$ cat config.mk
export PLATFORM = sky130hd
export DESIGN_NAME = serial_frame_receiver_xor_check_top
export DESIGN_NICKNAME = d
export VERILOG_FILES = /design/src/rtl/sfrx_pkg.sv /design/src/rtl/serial_frame_receiver_xor_check_top.sv
export SDC_FILE = /design/constraint.sdc
export NUM_CORES = 1
export LEC_CHECK = 0
export BUFFER_PORTS_ARGS = -buffer_cell sky130_fd_sc_hd__clkbuf_2
export CAP_MARGIN = 30
export CORE_MARGIN = 4
export CORE_UTILIZATION = 40
export CTS_BUF_LIST = sky130_fd_sc_hd__clkbuf_8
export CTS_CLUSTER_SIZE = 40
export DETAILED_ROUTE_END_ITERATION = 8
export GPL_ROUTABILITY_DRIVEN = 0
export HOLD_SLACK_MARGIN = 0.03
export SYNTH_ARGS = -nofsm -noshare
export SYNTH_HDL_FRONTEND = slang
export SYNTH_SLANG_ARGS = --single-unit
$ cat constraint.sdc
create_clock -name aclk -period 6.1 [get_ports aclk]
set_input_delay 0 -clock aclk [delete_from_list [all_inputs] [get_ports aclk]]
set_output_delay 0 -clock aclk [all_outputs]
set_load 0.03 [all_outputs]
$ cat src/rtl/sfrx_pkg.sv
// shared types and constants for the serial frame receiver with xor check
`timescale 1ns / 1ps

package sfrx_pkg;

    // operation codes carried on the input tuser
    typedef enum logic [1:0] {
        OP_BYTE = 2'd0,
        OP_TICK = 2'd1,
        OP_ARM  = 2'd2
    } op_t;

    // final status codes
    localparam logic [1:0] ST_GOOD     = 2'd0;
    localparam logic [1:0] ST_TIMEOUT  = 2'd1;
    localparam logic [1:0] ST_LOST     = 2'd2;
    localparam logic [1:0] ST_TOO_LONG = 2'd3;

    // configuration register indexes
    localparam logic [1:0] REG_START_BYTE    = 2'd0;
    localparam logic [1:0] REG_END_BYTE      = 2'd1;
    localparam logic [1:0] REG_PAYLOAD_LIMIT = 2'd2;

    // reset values of the configuration registers
    localparam logic [7:0]  START_BYTE_RST    = 8'h02;
    localparam logic [7:0]  END_BYTE_RST      = 8'h03;
    localparam logic [15:0] PAYLOAD_LIMIT_RST = 16'd1019;

    // field widths
    localparam int BYTE_W = 8;
    localparam int LEN_W  = 16;
    localparam int MS_W   = 16;
    localparam int OUT_TDATA_W = 32;

    localparam logic [MS_W-1:0] MS_MAX = 16'hFFFF;

endpackage

$ cat src/rtl/serial_frame_receiver_xor_check_top.sv
// serial frame receiver: start byte, 16-bit length, payload, xor checksum, end byte
`timescale 1ns / 1ps

//  channel | dir | tdata (low bit up)                             | tuser      | tlast
//  --------+-----+------------------------------------------------+------------+----------
//  s_      | in  | rx_byte[7:0], timeout_ms[23:8]                 | operation  | -
//  m_      | out | payload_byte[7:0], status[9:8],                | -          | frame_end
//          |     | payload_length[25:10], zero pad [31:26]        |            |
//  cfg_    | in  | write enable, register index, 16-bit write data|            |
//
//  one request accepted per cycle while the result side is not stalled; a result passes
//  through the input register, then the result register fed by the frame state update
//  aresetn is synchronous and active low; it clears the phase, counters and config
//  a stalled result holds the result register; the input register still takes a
//  request while it is empty or the result register is free or being drained this cycle

module serial_frame_receiver_xor_check_top (
    input  logic        aclk,
    input  logic        aresetn,
    // request channel
    input  logic        s_tvalid,
    output logic        s_tready,
    input  logic [23:0] s_tdata,    // rx_byte[7:0], timeout_ms[23:8]
    input  logic [1:0]  s_tuser,    // operation[1:0]
    // result channel
    output logic        m_tvalid,
    input  logic        m_tready,
    output logic [31:0] m_tdata,    // payload_byte[7:0], status[9:8], payload_length[25:10]
    output logic        m_tlast,    // frame_end
    // configuration write port
    input  logic        cfg_wr_en,
    input  logic [1:0]  cfg_index,
    input  logic [15:0] cfg_wdata
);

    // receive phase: idle, payload, and one per header or trailer byte
    typedef enum logic [2:0] {
        PH_IDLE,
        PH_START,
        PH_LEN_HI,
        PH_LEN_LO,
        PH_PAYLOAD,
        PH_CHECK,
        PH_END
    } phase_t;

    // configuration
    logic [7:0]  start_byte_reg;
    logic [7:0]  end_byte_reg;
    logic [15:0] payload_limit_reg;

    // input register
    logic        in_valid_reg;
    logic [1:0]  in_op_reg;
    logic [7:0]  in_byte_reg;
    logic [15:0] in_tmo_reg;

    // frame state
    phase_t      phase_reg, phase_next;
    logic [15:0] frame_length_reg, frame_length_next;
    logic [15:0] bytes_seen_reg, bytes_seen_next;
    logic [7:0]  running_xor_reg, running_xor_next;
    logic [7:0]  received_xor_reg, received_xor_next;
    logic [15:0] elapsed_ms_reg, elapsed_ms_next;
    logic [15:0] deadline_ms_reg, deadline_ms_next;

    // result register
    logic        out_valid_reg;
    logic [31:0] out_data_reg;
    logic        out_last_reg;

    // combinational result of the request in the input register
    logic        res_valid;
    logic [7:0]  res_byte;
    logic        res_last;
    logic [1:0]  res_status;
    logic [15:0] res_len;

    logic        fire;
    logic [15:0] elapsed_inc;
    logic [15:0] seen_inc;
    logic [15:0] len_full;

    // the input register moves on whenever the result register can take its outcome
    assign fire     = in_valid_reg && (!out_valid_reg || m_tready);
    assign s_tready = !in_valid_reg || fire;

    assign m_tvalid = out_valid_reg;
    assign m_tdata  = out_data_reg;
    assign m_tlast  = out_last_reg;

    // saturating millisecond count, payload count, full header length
    assign elapsed_inc = (elapsed_ms_reg == sfrx_pkg::MS_MAX) ? elapsed_ms_reg
                                                              : elapsed_ms_reg + 16'd1;
    assign seen_inc    = bytes_seen_reg + 16'd1;
    assign len_full    = {frame_length_reg[15:8], in_byte_reg};

    always_comb begin
        phase_next        = phase_reg;
        frame_length_next = frame_length_reg;
        bytes_seen_next   = bytes_seen_reg;
        running_xor_next  = running_xor_reg;
        received_xor_next = received_xor_reg;
        elapsed_ms_next   = elapsed_ms_reg;
        deadline_ms_next  = deadline_ms_reg;
        res_valid         = 1'b0;
        res_byte          = 8'h00;
        res_last          = 1'b0;
        res_status        = sfrx_pkg::ST_GOOD;
        res_len           = 16'd0;

        if (fire) begin
            case (in_op_reg)
                sfrx_pkg::OP_ARM: begin
                    // arming drops any open receive and starts over
                    phase_next        = PH_START;
                    frame_length_next = 16'd0;
                    bytes_seen_next   = 16'd0;
                    running_xor_next  = 8'h00;
                    received_xor_next = 8'h00;
                    elapsed_ms_next   = 16'd0;
                    deadline_ms_next  = in_tmo_reg;
                    if (in_tmo_reg == 16'd0) begin
                        // zero budget times out at once
                        phase_next = PH_IDLE;
                        res_valid  = 1'b1;
                        res_last   = 1'b1;
                        res_status = sfrx_pkg::ST_TIMEOUT;
                    end
                end
                sfrx_pkg::OP_TICK: begin
                    if (phase_reg != PH_IDLE) begin
                        elapsed_ms_next = elapsed_inc;
                        if (elapsed_inc >= deadline_ms_reg) begin
                            phase_next = PH_IDLE;
                            res_valid  = 1'b1;
                            res_last   = 1'b1;
                            res_status = sfrx_pkg::ST_TIMEOUT;
                            res_len    = frame_length_reg;
                        end
                    end
                end
                sfrx_pkg::OP_BYTE: begin
                    case (phase_reg)
                        PH_START: begin
                            if (in_byte_reg != start_byte_reg) begin
                                phase_next = PH_IDLE;
                                res_valid  = 1'b1;
                                res_last   = 1'b1;
                                res_status = sfrx_pkg::ST_LOST;
                                res_len    = frame_length_reg;
                            end else begin
                                phase_next = PH_LEN_HI;
                            end
                        end
                        PH_LEN_HI: begin
                            frame_length_next = {in_byte_reg, 8'h00};
                            running_xor_next  = running_xor_reg ^ in_byte_reg;
                            phase_next        = PH_LEN_LO;
                        end
                        PH_LEN_LO: begin
                            frame_length_next = len_full;
                            running_xor_next  = running_xor_reg ^ in_byte_reg;
                            if (len_full > payload_limit_reg) begin
                                // rest of the frame is not awaited
                                phase_next = PH_IDLE;
                                res_valid  = 1'b1;
                                res_last   = 1'b1;
                                res_status = sfrx_pkg::ST_TOO_LONG;
                                res_len    = len_full;
                            end else if (len_full == 16'd0) begin
                                phase_next = PH_CHECK;
                            end else begin
                                phase_next = PH_PAYLOAD;
                            end
                        end
                        PH_PAYLOAD: begin
                            running_xor_next = running_xor_reg ^ in_byte_reg;
                            bytes_seen_next  = seen_inc;
                            if (seen_inc >= frame_length_reg) begin
                                phase_next = PH_CHECK;
                            end
                            res_valid = 1'b1;
                            res_byte  = in_byte_reg;
                        end
                        PH_CHECK: begin
                            received_xor_next = in_byte_reg;
                            phase_next        = PH_END;
                        end
                        PH_END: begin
                            // wrong end byte is tested before the checksum
                            phase_next = PH_IDLE;
                            res_valid  = 1'b1;
                            res_last   = 1'b1;
                            res_len    = frame_length_reg;
                            if (in_byte_reg != end_byte_reg ||
                                running_xor_reg != received_xor_reg) begin
                                res_status = sfrx_pkg::ST_LOST;
                            end else begin
                                res_status = sfrx_pkg::ST_GOOD;
                            end
                        end
                        default: begin
                            // idle: byte dropped
                            phase_next = PH_IDLE;
                        end
                    endcase
                end
                default: begin
                    // unused operation code, no effect
                end
            endcase
        end
    end

    // configuration registers
    always_ff @(posedge aclk) begin
        if (!aresetn) begin
            start_byte_reg    <= sfrx_pkg::START_BYTE_RST;
            end_byte_reg      <= sfrx_pkg::END_BYTE_RST;
            payload_limit_reg <= sfrx_pkg::PAYLOAD_LIMIT_RST;
        end else if (cfg_wr_en) begin
            case (cfg_index)
                sfrx_pkg::REG_START_BYTE:    start_byte_reg    <= cfg_wdata[7:0];
                sfrx_pkg::REG_END_BYTE:      end_byte_reg      <= cfg_wdata[7:0];
                sfrx_pkg::REG_PAYLOAD_LIMIT: payload_limit_reg <= cfg_wdata;
                default: begin
                    // unknown index ignored
                end
            endcase
        end
    end

    // input register
    always_ff @(posedge aclk) begin
        if (!aresetn) begin
            in_valid_reg <= 1'b0;
        end else if (s_tready) begin
            in_valid_reg <= s_tvalid;
        end
    end

    always_ff @(posedge aclk) begin
        if (s_tvalid && s_tready) begin
            in_op_reg   <= s_tuser;
            in_byte_reg <= s_tdata[7:0];
            in_tmo_reg  <= s_tdata[23:8];
        end
    end

    // frame state and result register
    always_ff @(posedge aclk) begin
        if (!aresetn) begin
            phase_reg        <= PH_IDLE;
            frame_length_reg <= 16'd0;
            bytes_seen_reg   <= 16'd0;
            running_xor_reg  <= 8'h00;
            received_xor_reg <= 8'h00;
            elapsed_ms_reg   <= 16'd0;
            deadline_ms_reg  <= 16'd0;
            out_valid_reg    <= 1'b0;
        end else begin
            phase_reg        <= phase_next;
            frame_length_reg <= frame_length_next;
            bytes_seen_reg   <= bytes_seen_next;
            running_xor_reg  <= running_xor_next;
            received_xor_reg <= received_xor_next;
            elapsed_ms_reg   <= elapsed_ms_next;
            deadline_ms_reg  <= deadline_ms_next;
            if (fire) begin
                out_valid_reg <= res_valid;
            end else if (m_tready) begin
                out_valid_reg <= 1'b0;
            end
        end
    end

    always_ff @(posedge aclk) begin
        if (fire && res_valid) begin
            out_data_reg <= {6'b000000, res_len, res_status, res_byte};
            out_last_reg <= res_last;
        end
    end

endmodule

### Word level (Yosys, flattened, before mapping)

Index checks and enable logic that the tools add are counted.

| word-level totals | value |
|---|---|
| register bits after elaboration | 170 |
| bits in latches | 0 |
| RAM bits | 0 |
| ROM bits | 0 |
| input bits | 49 |
| output and inout bits | 35 |
| logic and storage cells | 125 |
| memories | 0 |

| cells by class | value |
|---|---|
| add/sub/neg operators | 2 |
| multiply operators | 0 |
| divide/modulo/power cells | 0 |
| $lt $le $gt $ge | 3 |
| equal/unequal tests | 23 |
| shift-type cells | 0 |
| mux-type cells | 46 |
| bitwise operators | 1 |
| reductions and logical operators | 31 |

Operators with widths:

| kind | count |
|---|---|
| 16-bit one-hot mux with 2 select lines | 5 |
| 16-bit two-way mux | 7 |
| 16-bit one-hot mux with 3 select lines | 1 |
| 16-bit by 1-bit adder with 16-bit output, second input constant | 2 |
| 16-bit greater-or-equal comparator | 2 |
| 16-bit zero test | 2 |
| 8-bit one-hot mux with 2 select lines | 2 |
| 8-bit inequality test | 3 |
| 3-bit AND reduction | 6 |
| 16-bit equality test, second input constant | 1 |
| 16-bit greater-than comparator | 1 |
| 8-bit two-way mux | 2 |
| 3-bit one-hot mux with 5 select lines | 1 |
| 1-bit two-way mux | 13 |
| 3-bit two-way mux | 4 |
| 1-bit one-hot mux with 3 select lines | 4 |
| 2-bit one-hot mux with 3 select lines | 2 |
| 3-bit equality test, second input constant | 3 |
| 3-bit one-hot mux with 3 select lines | 1 |
| 2-bit two-way mux | 4 |
| 2-bit inequality test, second input constant | 4 |
| 2-bit AND reduction | 4 |
| 8-bit XOR | 1 |
| 3-bit by 2-bit equality test with 1-bit output, second input constant | 2 |
| 16 further kinds | 29 |

### Longest topological paths before layout

| logic depth | value |
|---|---|
| depth after elaboration | 8 |
| mapped depth | 15 |
| mapped depth without buffers | 13 |

### Worst setup path after synthesis

No wires, ideal clock.

| timing path | value |
|---|---|
| kind | reg-to-reg |
| start point | register elapsed_ms_reg[3] |
| end point | register out_data_reg[0] (netlist: m_tdata[0]) (enable) |
| library setup time | 0.420 ns |
| data arrival time | 4.172 ns |
| data required time | 5.680 ns |
| slack | 1.508 ns |
| cell stages (with the launch flop) | 15 |
| path buffers | 3 |
| clock period less this slack | 4.592 ns |
| path through | dfxtp_1 buf_4 and4_1 buf_4 nand4_4 or4_1 buf_2 mux2_4 ha_1 o21ai_0 a21oi_1 o311ai_0 a21oi_1 a2111oi_0 a21oi_1 |

| between the ends | value |
|---|---|
| word-level cells in the longest chain between the ends | 8 |
| elaborated cells on any way between the ends | 9 |
| classes of those cells | 1 x add/sub; 1 x order compare; 1 x eq/ne; 5 x mux; 1 x reduce/logical |

Ends and longest elaborated chain:

| element | RTL line | source |
|---|---|---|
| start: declaration | serial_frame_receiver_xor_check_top.sv:64 | `logic [15:0] elapsed_ms_reg, elapsed_ms_next;` |
| start signal: assignment | serial_frame_receiver_xor_check_top.sv:268 | `elapsed_ms_reg <= elapsed_ms_next;` |
| 16-bit by 1-bit adder with 16-bit output / 16-bit equality test (equally long branches) | serial_frame_receiver_xor_check_top.sv:94, serial_frame_receiver_xor_check_top.sv:93 |  |
| 16-bit two-way mux (*) | serial_frame_receiver_xor_check_top.sv:93 | `assign elapsed_inc = (elapsed_ms_reg == sfrx_pkg::MS_MAX) ? elapsed_ms_reg` |
| 16-bit greater-or-equal comparator (*) | serial_frame_receiver_xor_check_top.sv:134 | `if (elapsed_inc >= deadline_ms_reg) begin` |
| 1-bit two-way mux (*) | serial_frame_receiver_xor_check_top.sv:134 |  |
| 1-bit two-way mux (*) | serial_frame_receiver_xor_check_top.sv:132 | `if (phase_reg != PH_IDLE) begin` |
| 1-bit one-hot mux with 3 select lines (*) | serial_frame_receiver_xor_check_top.sv:113 | `case (in_op_reg)` |
| 1-bit two-way mux (*) | serial_frame_receiver_xor_check_top.sv:112 | `if (fire) begin` |
| 1-bit logical AND (*) | serial_frame_receiver_xor_check_top.sv:279 | `if (fire && res_valid) begin` |
| end signal: assignment | serial_frame_receiver_xor_check_top.sv:280 | `out_data_reg <= {6'b000000, res_len, res_status, res_byte};` |
| end: declaration | serial_frame_receiver_xor_check_top.sv:69 | `logic [31:0] out_data_reg;` |

Every way passes the cells marked *; elsewhere a longest branch is shown, timed or not.
A chain may end at the register's enable or synchronous reset.

### Worst setup path after layout

| timing path | value |
|---|---|
| start point | register elapsed_ms_reg[3] |
| end point | register out_data_reg[23] (netlist: m_tdata[23]) (enable) |

The elaborated chain is that of the path after synthesis.

==> summary.txt <==
Outcome
  • Status: finished, final reports clean

Routing
  • Detailed Routing Iterations Pass 1: 5
  • DRT Wirelength: 21720 um
  • Wire per inst: around 16 um
  • DRC viols: 0
  • Vias per cell: 5.278
  • DRT iter0 DRCs: around 480
  • ANT nets after route: 0
  • Vias: between 7000 and 8000

Yosys
  • Seq cells post-synth: 170
  • Synth top area share: 0.2692
  • Top cells by area, synth: dfxtp_1 27%, edfxtp_1 18%, ha_1 7.3%
  • Mapped cell area: just under 9000 um2
  • Seq/Total Area, Yosys: 0.4522
  • Synth area leader: dfxtp_1
  • Most frequent cell after synthesis: nand2_1
  • Async SR Flop Fraction: 0
  • Post-synth top cells: 136 x nand2_1, 117 x dfxtp_1, 95 x a21oi_1, 95 x nor2_1, 56 x inv_1
  • Post-synth EDFFs: 53
  • Syn Area/Cell: ~8.8 um2
  • Main synth FF type: dfxtp_1
  • Syn Inst Count: 989
  • Number of distinct library cells after synthesis: 60
  • Ys Warns: 0

Timing
  • Max-slew headroom: 0.3420
  • RSZ-0062 raised after global routing: false
  • Fmax: 208.4 MHz
  • Tcrit/Tclk final: 0.7867
  • Final critical-path required period: 4.799 ns
  • Slew at the pin closest to its max-slew limit: 0.9804 ns
  • Clock skew: 0.02065 ns
  • Fin. Hold Viols: 0
  • Final Slew Violations: 0
  • Final-report setup violation count: 0
  • Setup TNS: 0 ns

Critical path
  • CP Capture Type: register
  • Critical Path AT: between 4 and 5 ns
  • Worst-path fanout max: 27
  • Crit path required time: 6.29 ns
  • CP bufs+invs: 1
  • Crit start category: register
  • Crit-path slowest cell: a2111oi_0
  • Reg2Reg Setup Slack: 1.30 ns
  • Critical Path Max Stage Delay: 0.80 ns
  • Setup CP Type: register to register
  • Top delay family on crit path: compound AO/OA/AOI/OAI gates
  • Crit. Startpoint: elapsed_ms_reg[3]$_SDFFE_PN0P_
  • Worst R2R Start: elapsed_ms_reg[3]$_SDFFE_PN0P_
  • Worst-path cell chain: and4_1 -> nand4_4 -> nor4_2 -> nor2_1 -> nand2_1 -> xnor2_1 -> ha_1 -> a41oi_1 -> o21ai_0 -> a221oi_1 -> a21oi_1 -> a2111oi_0 -> a21oi_2 -> buf_4

Min path
  • Hold path startpoint: cfg_index[0]
  • Hold Path Class: input port to register

Global route
  • Grt met3 use: 0.03783
  • Global-route wire length before repair: 35670 um
  • Largest net degree at the start of global routing: between 70 and 80
  • Met1 Usage GRT: 0.2514
  • GR peak layer: met2
  • Met2 Usage GRT: 0.2928
  • GRT Total Usage: 0.1833
  • Vias in the first global route: 6979
  • Gr ovfl total: 0
  • Antenna violations before repair: 0

Clock tree
  • CTS HTree Levels: 4
  • Root Buffer: clkbuf_8
  • TritonCTS Buffers: 17
  • Clock transition at path regs: 0.11 ns
  • Post CTS Setup Buffer Count: 0
  • Max Root-Sink Buffers: 2
  • Skew-Pair Late Insertion Delay: 0.47 ns
  • Clock sink total: 170
  • TritonCTS clock tree: built

Final layout
  • Reg area: 3934 um2
  • Proportion of layout cells with a drive suffix above 1: 0.1184
  • Multi-input gate area: 4318 um2
  • # fillers: 2103
  • Flip-flop count of the largest register after layout: 26
  • Antenna diode count: 0
  • Syn-to-layout area delta: 16.25%
  • Final nets: 1185
  • Final Cell Area: 10110 um2

Place
  • I/O Buffers: 77
  • DP HPWL: ~16000 um
  • Placed instance area: between 9000 and 10000 um2

Power
  • Int Pwr: 1.572 mW
  • Max VDD drop: 129.7 uV
  • Net Sw Frac: 0.2838
  • Logic pwr share: 0.080
  • LEAKAGE: 3.961 nW
  • Clock power share: 0.360
  • Reg power frac: 0.560
  • Switch Pwr: 0.6230 mW
  • Cell Pwr Density: 217.1 nW/um2

Die
  • Die area: 24170 um2
  • Starting Density: 0.4100
  • Die Height: around 160 um
  • Num ports: 84
  • Core ar.: approximately 21000 um2
  • Site Rows: 53
  • Width of the die: between 150 and 200 um

Job
  • Max cap viols: 0
-- cell families (layout without fill, tap and decap cells) --
family,count (synthesis),after routing,share of synthesized area
buffers and inverters,118,222,0.05465
DFF,170,170,0.4522
xor gates and xnor gates,57,57,0.05739
AOI/OAI and AO/OA,193,193,0.1336
adders and majority gates,51,51,0.07335
other,1,6,0.0004311
muxes,19,19,0.02258
and+or+nand+nor,380,380,0.2058
-- worst reg2reg max path, delay by kind of cell, from the launching register on --
kind / cells / cell delay, ns
buf+inv: 1 / 0.26
simple gates: 5 / 1.41
xor+xnor: 1 / 0.12
flops: 1 / 0.45
compound gates: 6 / 2.01
fa+ha+maj: 1 / 0.27
-- worst paths after layout --
check,depth (start not counted),endpoint
setup / recovery,14,m_tdata[23]$_SDFFCE_PN0P_
hold / removal,5,start_byte_reg[1]$_SDFFE_PN1P_
setup reg to reg,14,m_tdata[23]$_SDFFCE_PN0P_
hold reg to reg,2,deadline_ms_reg[2]$_SDFFE_PN0P_
-- power groups by stage --
| stage | registers (mW) | logic, mW | clock network, mW |
|---|---|---|---|
| after global routing | 1.23 | 0.197 | 0.857 |
| after global placement | 1.25 | 0.150 | 0 |
| after CTS | 1.23 | 0.176 | 0.810 |
| after floorplan | 1.23 | 0.119 | 0 |
| final | 1.23 | 0.175 | 0.790 |
| after detailed placement | 1.26 | 0.153 | 0 |
-- stage by stage --
stage,utilization,setup slack (ns),instances,power (mW),hold WS [ns]
floorplan,-,1.508,994,1.348,0.09887
global route,0.4766,1.022,1373,2.289,0.08508
global placement,0.4358,1.551,1292,1.405,0.1770
CTS,0.4766,1.398,1373,2.216,0.04327
finish,0.4766,1.301,1373,2.196,0.06630
detailed placement,0.4373,1.452,1296,1.409,0.1786
-- area by class of cell --
class | count | share of cell area
multi-input cells | 706 | 0.4269
flip-flops and latches | 170 | 0.3890
clock buffers | 17 | 0.02314
clock inverters | 15 | 0.01472
repair buffers | 133 | 0.09093
inverters | 57 | 0.02128
well taps | 275 | 0.03402
-- what timing repair did --
item / 4_1_cts / 5_1_grt
resized for setup: 0 / 0
hold buffers: 45 / 0
hold endpoints to repair: 60 / 0
-- routing by layer --
layer / up-vias / routed length [um]
met5: - / 0
met4: 0 / 357
met3: 23 / 1213
met2: 191 / 10000
met1: 3392 / 10150
li1: 3641 / -
-- placed cells by master (no fill, tap or decap), types with 5 or more instances in the layout --
master / netlist / routed
o21ai_0: 18 / 18
or3_1: 5 / 5
nand3_1: 18 / 18
xnor2_1: 24 / 24
nand2_1: 136 / 136
nor2_1: 95 / 95
dlygate4sd3_1: 0 / 45
xor2_1: 33 / 33
ha_1: 51 / 51
nand3b_1: 9 / 9
inv_6: 0 / 5
and3_1: 10 / 10
conb_1: 1 / 6
nand2b_1: 5 / 5
clkbuf_2: 0 / 77
nor3_1: 28 / 27
a21oi_1: 95 / 94
nand4_1: 21 / 21
o211ai_1: 11 / 11
dfxtp_1: 117 / 117
inv_8: 0 / 5
a21o_1: 8 / 8
and2_1: 13 / 13
o22ai_1: 9 / 9
clkbuf_8: 0 / 17
nor4_1: 23 / 23
inv_1: 56 / 58
buf_4: 8 / 9
o21a_1: 5 / 5
a31oi_1: 14 / 14
edfxtp_1: 53 / 53
mux2i_1: 17 / 17
Note: power is estimated with default switching activity, not from simulation.
